## config.mk

```make
export PLATFORM = sky130hd
export DESIGN_NAME = framed_payload_receiver_unit
export DESIGN_NICKNAME = d
export VERILOG_FILES = /design/src/rtl/frx_pkg.sv /design/src/rtl/frx_cfg_regs.sv /design/src/rtl/frx_in_stage.sv /design/src/rtl/frx_core.sv /design/src/rtl/frx_out_stage.sv /design/src/rtl/framed_payload_receiver_unit.sv
export SDC_FILE = /design/constraint.sdc
export NUM_CORES = 1
export LEC_CHECK = 0
export BUFFER_PORTS_ARGS = -buffer_cell sky130_fd_sc_hd__buf_2
export CAP_MARGIN = 25
export CORE_ASPECT_RATIO = 1.1
export CORE_MARGIN = 1
export CORE_UTILIZATION = 55
export DETAILED_ROUTE_END_ITERATION = 10
export PLACE_DENSITY_LB_ADDON = 0.05
export SLEW_MARGIN = 15
export SYNTH_ARGS = -nofsm -noshare
export SYNTH_HDL_FRONTEND = slang
export SYNTH_HIERARCHICAL = 1
export SYNTH_SLANG_ARGS = --single-unit
```

## constraint.sdc

```tcl
create_clock -name clk -period 5.37 [get_ports clk]
set_input_delay 1.074 -clock clk [delete_from_list [all_inputs] [get_ports clk]]
set_output_delay 1.074 -clock clk [all_outputs]
set_load 0.01 [all_outputs]
```

## src/rtl/frx_pkg.sv

```systemverilog
// Shared types and constants of the framed payload receiver.
package frx_pkg;

  typedef enum logic [1:0] {
    OP_START = 2'd0,
    OP_BYTE  = 2'd1,
    OP_TICK  = 2'd2,
    OP_NONE  = 2'd3
  } op_t;

  typedef enum logic [1:0] {
    ST_OK       = 2'd0,
    ST_ZERO_LEN = 2'd1,
    ST_OVERFLOW = 2'd2,
    ST_TIMEOUT  = 2'd3
  } status_t;

  typedef enum logic {
    KIND_PAYLOAD = 1'b0,
    KIND_DONE    = 1'b1
  } kind_t;

  typedef enum logic [1:0] {
    REG_CLASS   = 2'd0,
    REG_MESSAGE = 2'd1,
    REG_LIMIT   = 2'd2,
    REG_TIMEOUT = 2'd3
  } reg_idx_t;

  localparam logic [7:0]  SYNC_FIRST     = 8'hB5;
  localparam logic [7:0]  SYNC_SECOND    = 8'h62;
  localparam logic [15:0] LIMIT_RESET    = 16'd128;
  localparam logic [15:0] TIMEOUT_RESET  = 16'd5000;

  typedef struct packed {
    logic [1:0] operation;
    logic [7:0] rx_value;
  } in_item_t;

  typedef struct packed {
    logic        result_kind;
    logic [7:0]  payload_value;
    logic [15:0] payload_index;
    logic [1:0]  status;
    logic [15:0] frame_length;
  } out_item_t;

  typedef struct packed {
    logic [7:0]  class_code;
    logic [7:0]  message_code;
    logic [15:0] buffer_limit;
    logic [15:0] timeout_ticks;
  } cfg_t;

endpackage

```

## src/rtl/frx_cfg_regs.sv

```systemverilog
// Configuration registers of the framed payload receiver.
module frx_cfg_regs (
  input  logic          clk,
  input  logic          rst_n,
  input  logic          cfg_we,
  input  logic [1:0]    cfg_index,
  input  logic [15:0]   cfg_wdata,
  output frx_pkg::cfg_t cfg
);
  import frx_pkg::*;

  cfg_t cfg_r;

  always_ff @(posedge clk) begin
    if (!rst_n) begin
      cfg_r.class_code    <= '0;
      cfg_r.message_code  <= '0;
      cfg_r.buffer_limit  <= LIMIT_RESET;
      cfg_r.timeout_ticks <= TIMEOUT_RESET;
    end else if (cfg_we) begin
      unique case (reg_idx_t'(cfg_index))
        REG_CLASS:   cfg_r.class_code    <= cfg_wdata[7:0];
        REG_MESSAGE: cfg_r.message_code  <= cfg_wdata[7:0];
        REG_LIMIT:   cfg_r.buffer_limit  <= cfg_wdata;
        REG_TIMEOUT: cfg_r.timeout_ticks <= cfg_wdata;
        default: ;
      endcase
    end
  end

  assign cfg = cfg_r;

endmodule

```

## src/rtl/frx_in_stage.sv

```systemverilog
// Input register stage of the framed payload receiver.
module frx_in_stage (
  input  logic              clk,
  input  logic              rst_n,
  input  logic              in_valid,
  output logic              in_ready,
  input  frx_pkg::in_item_t in_item,
  input  logic              adv,
  output logic              fire,
  output frx_pkg::in_item_t item
);
  import frx_pkg::*;

  logic     valid_r;
  in_item_t item_r;

  assign in_ready = !valid_r || adv;
  assign fire     = valid_r && adv;
  assign item     = item_r;

  always_ff @(posedge clk) begin
    if (!rst_n) begin
      valid_r <= 1'b0;
    end else if (in_valid && in_ready) begin
      valid_r <= 1'b1;
    end else if (adv) begin
      valid_r <= 1'b0;
    end
  end

  always_ff @(posedge clk) begin
    if (in_valid && in_ready) begin
      item_r <= in_item;
    end
  end

endmodule

```

## src/rtl/frx_core.sv

```systemverilog
// Frame hunt, length capture and payload sequencing of the receiver.
module frx_core (
  input  logic               clk,
  input  logic               rst_n,
  input  frx_pkg::cfg_t      cfg,
  input  logic               fire,
  input  frx_pkg::in_item_t  item,
  output logic               res_valid,
  output frx_pkg::out_item_t res
);
  import frx_pkg::*;

  typedef enum logic [3:0] {
    PH_IDLE, PH_SYNC_A, PH_SYNC_B, PH_CLASS, PH_MSG,
    PH_LEN_LO, PH_LEN_HI, PH_DATA, PH_CK_A, PH_CK_B
  } phase_t;

  phase_t      phase_r, phase_nxt;
  logic [15:0] exp_len_r, exp_len_nxt;
  logic [15:0] rcv_cnt_r, rcv_cnt_nxt;
  logic [15:0] ticks_r, ticks_nxt;

  logic [15:0] tick_inc;
  logic [15:0] cnt_inc;
  logic [15:0] len_full;
  logic [7:0]  b;

  assign tick_inc = ticks_r + 16'd1;
  assign cnt_inc  = rcv_cnt_r + 16'd1;
  assign b        = item.rx_value;
  assign len_full = {b, exp_len_r[7:0]};

  always_comb begin
    phase_nxt   = phase_r;
    exp_len_nxt = exp_len_r;
    rcv_cnt_nxt = rcv_cnt_r;
    ticks_nxt   = ticks_r;
    res_valid   = 1'b0;
    res         = '0;
    if (fire) begin
      priority if (op_t'(item.operation) == OP_START) begin
        phase_nxt   = PH_SYNC_A;
        exp_len_nxt = '0;
        rcv_cnt_nxt = '0;
        ticks_nxt   = '0;
      end else if (phase_r == PH_IDLE || op_t'(item.operation) == OP_NONE) begin
      end else if (op_t'(item.operation) == OP_TICK) begin
        ticks_nxt = tick_inc;
        if (tick_inc >= cfg.timeout_ticks || tick_inc == 16'd0) begin
          res_valid        = 1'b1;
          res.result_kind  = KIND_DONE;
          res.status       = ST_TIMEOUT;
          phase_nxt        = PH_IDLE;
        end
      end else begin
        unique case (phase_r)
          PH_SYNC_A: begin
            if (b == SYNC_FIRST) phase_nxt = PH_SYNC_B;
          end
          PH_SYNC_B: phase_nxt = (b == SYNC_SECOND) ? PH_CLASS : PH_SYNC_A;
          PH_CLASS:  phase_nxt = (b == cfg.class_code) ? PH_MSG : PH_SYNC_A;
          PH_MSG: begin
            if (b == cfg.message_code) begin
              phase_nxt   = PH_LEN_LO;
              exp_len_nxt = '0;
            end else begin
              phase_nxt = PH_SYNC_A;
            end
          end
          PH_LEN_LO: begin
            exp_len_nxt = {8'd0, b};
            phase_nxt   = PH_LEN_HI;
          end
          PH_LEN_HI: begin
            exp_len_nxt = len_full;
            if (len_full == 16'd0) begin
              res_valid       = 1'b1;
              res.result_kind = KIND_DONE;
              res.status      = ST_ZERO_LEN;
              phase_nxt       = PH_IDLE;
            end else begin
              rcv_cnt_nxt = '0;
              phase_nxt   = PH_DATA;
            end
          end
          PH_DATA: begin
            res_valid = 1'b1;
            if (rcv_cnt_r >= cfg.buffer_limit) begin
              res.result_kind = KIND_DONE;
              res.status      = ST_OVERFLOW;
              phase_nxt       = PH_IDLE;
            end else begin
              rcv_cnt_nxt       = cnt_inc;
              res.result_kind   = KIND_PAYLOAD;
              res.payload_value = b;
              res.payload_index = rcv_cnt_r;
              if (cnt_inc == exp_len_r) phase_nxt = PH_CK_A;
            end
          end
          PH_CK_A: phase_nxt = PH_CK_B;
          PH_CK_B: begin
            res_valid        = 1'b1;
            res.result_kind  = KIND_DONE;
            res.status       = ST_OK;
            res.frame_length = exp_len_r;
            phase_nxt        = PH_IDLE;
          end
          default: phase_nxt = PH_IDLE;
        endcase
      end
    end
  end

  always_ff @(posedge clk) begin
    if (!rst_n) begin
      phase_r   <= PH_IDLE;
      exp_len_r <= '0;
      rcv_cnt_r <= '0;
      ticks_r   <= '0;
    end else begin
      phase_r   <= phase_nxt;
      exp_len_r <= exp_len_nxt;
      rcv_cnt_r <= rcv_cnt_nxt;
      ticks_r   <= ticks_nxt;
    end
  end

  a_start_rearms: assert property (@(posedge clk) disable iff (!rst_n)
    fire && op_t'(item.operation) == OP_START
    |=> phase_r == PH_SYNC_A && rcv_cnt_r == 16'd0 && ticks_r == 16'd0)
    else $error("start did not rearm the receiver");

  a_done_goes_idle: assert property (@(posedge clk) disable iff (!rst_n)
    res_valid && res.result_kind == KIND_DONE |=> phase_r == PH_IDLE)
    else $error("finished result without return to idle");

  a_index_in_limit: assert property (@(posedge clk) disable iff (!rst_n)
    res_valid && res.result_kind == KIND_PAYLOAD
    |-> res.payload_index < cfg.buffer_limit)
    else $error("payload index beyond buffer limit");

  a_data_count: assert property (@(posedge clk) disable iff (!rst_n)
    phase_r == PH_DATA |-> exp_len_r != 16'd0 && rcv_cnt_r < exp_len_r)
    else $error("payload count out of step with length");

endmodule

```

## src/rtl/frx_out_stage.sv

```systemverilog
// Result register stage of the framed payload receiver.
module frx_out_stage (
  input  logic               clk,
  input  logic               rst_n,
  input  logic               res_valid,
  input  frx_pkg::out_item_t res,
  output logic               adv,
  output logic               out_valid,
  input  logic               out_ready,
  output frx_pkg::out_item_t out_item
);
  import frx_pkg::*;

  logic      valid_r;
  out_item_t item_r;

  assign adv       = !valid_r || out_ready;
  assign out_valid = valid_r;
  assign out_item  = item_r;

  always_ff @(posedge clk) begin
    if (!rst_n) begin
      valid_r <= 1'b0;
    end else if (adv) begin
      valid_r <= res_valid;
    end
  end

  always_ff @(posedge clk) begin
    if (adv && res_valid) begin
      item_r <= res;
    end
  end

endmodule

```

## src/rtl/framed_payload_receiver_unit.sv

```systemverilog
// Framed payload receiver: top level.
// A result passes the input register and the core, then is offered from the result register.
// Throughput: one transaction per cycle, set by the input and result registers.
// A held result stalls the input only while out_ready stays low.
// Synchronous active-low reset: idle, not armed, registers at reset values.
module framed_payload_receiver_unit (
  input  logic               clk,
  input  logic               rst_n,
  input  logic               in_valid,
  output logic               in_ready,
  input  frx_pkg::in_item_t  in_item,
  output logic               out_valid,
  input  logic               out_ready,
  output frx_pkg::out_item_t out_item,
  input  logic               cfg_we,
  input  logic [1:0]         cfg_index,
  input  logic [15:0]        cfg_wdata
);
  import frx_pkg::*;

  cfg_t      cfg;
  logic      adv;
  logic      fire;
  in_item_t  item;
  logic      res_valid;
  out_item_t res;

  frx_cfg_regs u_cfg (
    .clk       (clk),
    .rst_n     (rst_n),
    .cfg_we    (cfg_we),
    .cfg_index (cfg_index),
    .cfg_wdata (cfg_wdata),
    .cfg       (cfg)
  );

  frx_in_stage u_in (
    .clk      (clk),
    .rst_n    (rst_n),
    .in_valid (in_valid),
    .in_ready (in_ready),
    .in_item  (in_item),
    .adv      (adv),
    .fire     (fire),
    .item     (item)
  );

  frx_core u_core (
    .clk       (clk),
    .rst_n     (rst_n),
    .cfg       (cfg),
    .fire      (fire),
    .item      (item),
    .res_valid (res_valid),
    .res       (res)
  );

  frx_out_stage u_out (
    .clk       (clk),
    .rst_n     (rst_n),
    .res_valid (res_valid),
    .res       (res),
    .adv       (adv),
    .out_valid (out_valid),
    .out_ready (out_ready),
    .out_item  (out_item)
  );

endmodule
```

==> impl_metrics.tcl <==
set metrics [dict create \
    rows 47 \
    p_per_area_nw_per_um2 272.6 \
    ir_drop_uv 234.1 \
    ctsRootBufferMaster "clkbuf_16" \
    finalNetCount 1047 \
    die_w_um 120.3 \
    clk_pin_slew_ps 60 \
    grt_util_met3_pct 5.320 \
    fmax_mhz 223.0 \
    relSlewSlack_pct 25.46 \
    yosysMostFrequentCell "nand2_1" \
    syn_nets 1015 \
    grt_overflow 0 \
    cap_violations 0 \
    vias 6980 \
    synthTopCellsByArea "dfxtp_1 (24%), edfxtp_1 (19%), mux2i_1 (5.6%), ha_1 (5.2%), nand2_1 (5.1%)" \
    synth-seq-cells 155 \
    hp-start "u_cfg/cfg[29]$_SDFFE_PN0P_" \
    slew_violations 0 \
    htreeDepth 4 \
    syn_area_per_cell_um2 8.939 \
    vias_per_cell 5.875 \
    synth_top_area_share_pct 24.12 \
    grt_pass1_vias 6659 \
    hold_depth 2 \
    clk_latency_ps 430 \
    grt_antenna_before_repair 0 \
    cp_data_required_time_ps 5430 \
    antenna_cells 0 \
    area.sequential_um2 3633 \
    dp_hpwl_mm 15.73 \
    worst_clock_skew_ps 7.628 \
    yosys.area.top_type "dfxtp_1" \
    grt_pass1_wl_mm 34.65 \
    period_share_pct 83.49 \
    yosysUniqueCellTypes 72 \
    post-route-min-period_ps 4483 \
    cts_buffers 17 \
    fin_tns_setup_ps 0 \
    outcome "finished clean" \
    place.gp.congestion 0.9281 \
    ios 78 \
    arrival_ps 4550 \
    hold_viol 0 \
    multi_input_area_um2 4362 \
    top_usage_layer "met2" \
    wire_per_inst_um 18.28 \
    syn2layout_area_growth_pct 11.17 \
    grt_usage_pct 28.22 \
    grtUsageMet1_pct 36.87 \
    final_cells 1188 \
    cts_sinks 155 \
    drt-initial-drc-count 764 \
    async_flop_share_pct 0 \
    fillers 1324 \
    tightest_slew_ps 1106 \
    start_util_pct 56.23 \
    grt_use_met2_pct 45.15 \
    drive_gt1_share_pct 13.00 \
    cts.path.max_buffers 2 \
    cp_max_fo 43 \
    yosysWarnings 6 \
    die_h_um 132.1 \
    hold_ws_ps 460.0 \
    synth_area_um2 8466 \
    rsz0062_at_grt "no" \
    place_inst 1156 \
    cts_setup_buffers 0 \
    cts_tree "built" \
    r2r-start "u_core/ticks_r[0]$_SDFFE_PN0P_" \
    drtPass1Iterations 5 \
    end_kind "flip-flop" \
    io_buffers 77 \
    finalSetupViolations 0 \
    hold_buffers 0 \
    worstRegToRegCells 12 \
    p_leak_nw 3.872 \
    ys.flop_type "dfxtp_1" \
    synth_common_cells "nand2_1 (115), dfxtp_1 (102), nor2_1 (66)" \
    r2r_slack_ps 890 \
    antenna_left 0 \
    wl_mm 21.72 \
    core_area_um2 15050 \
    route.detailed.drc 0 \
    seq_area_frac_synth_pct 42.92 \
    dieArea_um2 15890 \
    r2r_end "u_out/out_item[18]$_DFFE_PP_" \
    min_path_type "reg -> reg" \
    syn_inst 947 \
    path_class "reg -> reg" \
    hold_end "u_cfg/cfg[29]$_SDFFE_PN0P_" \
    crit_path_start_kind "flip-flop" \
    synth_edf_count 53 \
    grt_max_degree 82 \
    cts_resized 0 \
]
==> sequential cells by signal, summed over array words and instances, names as in the netlist <==
signal / count
u_core/rcv_cnt_r: 16
u_core/exp_len_r: 16
u_in/item: 10
u_out/out_item: 43
u_core/ticks_r: 16
u_out/out_valid: 1
u_cfg/cfg: 48
u_in/valid_r: 1
u_core/phase_r: 4
==> layer usage <==
layer	routed length [um]	vias to the layer above	share of wire, %
li1	-	3405	-
met1	9560	3249	44
met2	10160	268	47
met3	1215	58	5.6
met4	778	0	3.6
met5	0	-	0
==> layout by cell type (no fill, tap or decap), drive strengths merged, types with 4 or more instances in the layout <==
cell / count
nand2: 115
dfxtp: 102
buf: 81
nor2: 66
a21oi: 57
inv: 54
edfxtp: 53
mux2i: 47
and2: 42
nand3: 41
o21ai: 37
ha: 35
xor2: 29
nor3: 22
clkbuf: 22
nand4: 20
xnor2: 18
nor4: 14
nor2b: 12
a31oi: 12
or4: 9
and3: 8
a22oi: 8
o211ai: 7
nand2b: 7
a211oi: 6
o21a: 5
or2: 5
o31ai: 4
==> power by group <==
part / leakage (nW) / internal (W) / switching, W
clock: 0.287 / 0.000692 / 0.000497
sequential: 1.39 / 0.00123 / 0.0000283
combinational: 2.20 / 0.0000470 / 0.0000736
total: 3.87 / 0.00197 / 0.000599
==> critical path: stages, from the launching register on <==
cell,delay [ps]
dfxtp_1,460
ha_1,350
nand2_1,210
nor3_2,440
nand3_1,160
xnor2_1,180
ha_1,320
nand4_1,80
or4_1,500
o2111a_1,210
or3_1,450
a21oi_1,190
and2_4,530
==> area by class of cell <==
type	count	area share, %
clock inverter	10	1.090
sequential	155	38.61
inverter	47	1.874
timing repair buffer	81	4.387
clock buffer	22	5.092
tap	196	2.606
multi-input combinational	677	46.34
==> cells by family after synthesis <==
family                     count (synthesis)  synth area share [%]
AOI/OAI and AO/OA                        167                 12.86
muxes                                     47                 5.557
xor gates and xnor gates                  47                 4.862
and+or+nand+nor                          381                 23.07
buffers and inverters                    115                 5.557
adders and majority gates                 35                 5.173
DFF                                      155                 42.92
==> stage by stage <==
step	utilization [%]	total power, W	instance area, um2	setup WS [ps]
4_1_cts	62.52	0.002577	9412	879.2
3_5_place_dp	58.65	0.001400	8830	895.9
6_report	62.52	0.002566	9412	886.7
3_3_place_gp	58.62	0.001397	8825	1087
5_1_grt	62.52	0.002639	9412	540.3
2_1_floorplan	-	0.001357	8466	1381
==> worst max-delay path by stage <==
stage / start / endpoint / depth (start not counted)
floorplan: u_core/ticks_r[0]$_SDFFE_PN0P_ / u_out/out_item[0]$_DFFE_PP_ / 13
global placement: u_core/ticks_r[0]$_SDFFE_PN0P_ / u_out/out_item[18]$_DFFE_PP_ / 12
detailed placement: u_core/ticks_r[0]$_SDFFE_PN0P_ / u_out/out_item[18]$_DFFE_PP_ / 12
CTS: u_core/ticks_r[0]$_SDFFE_PN0P_ / u_out/out_item[18]$_DFFE_PP_ / 12
global route: u_core/ticks_r[0]$_SDFFE_PN0P_ / u_out/out_item[18]$_DFFE_PP_ / 12
finish: u_core/ticks_r[0]$_SDFFE_PN0P_ / u_out/out_item[18]$_DFFE_PP_ / 12
(Power assumes the default switching activity.)
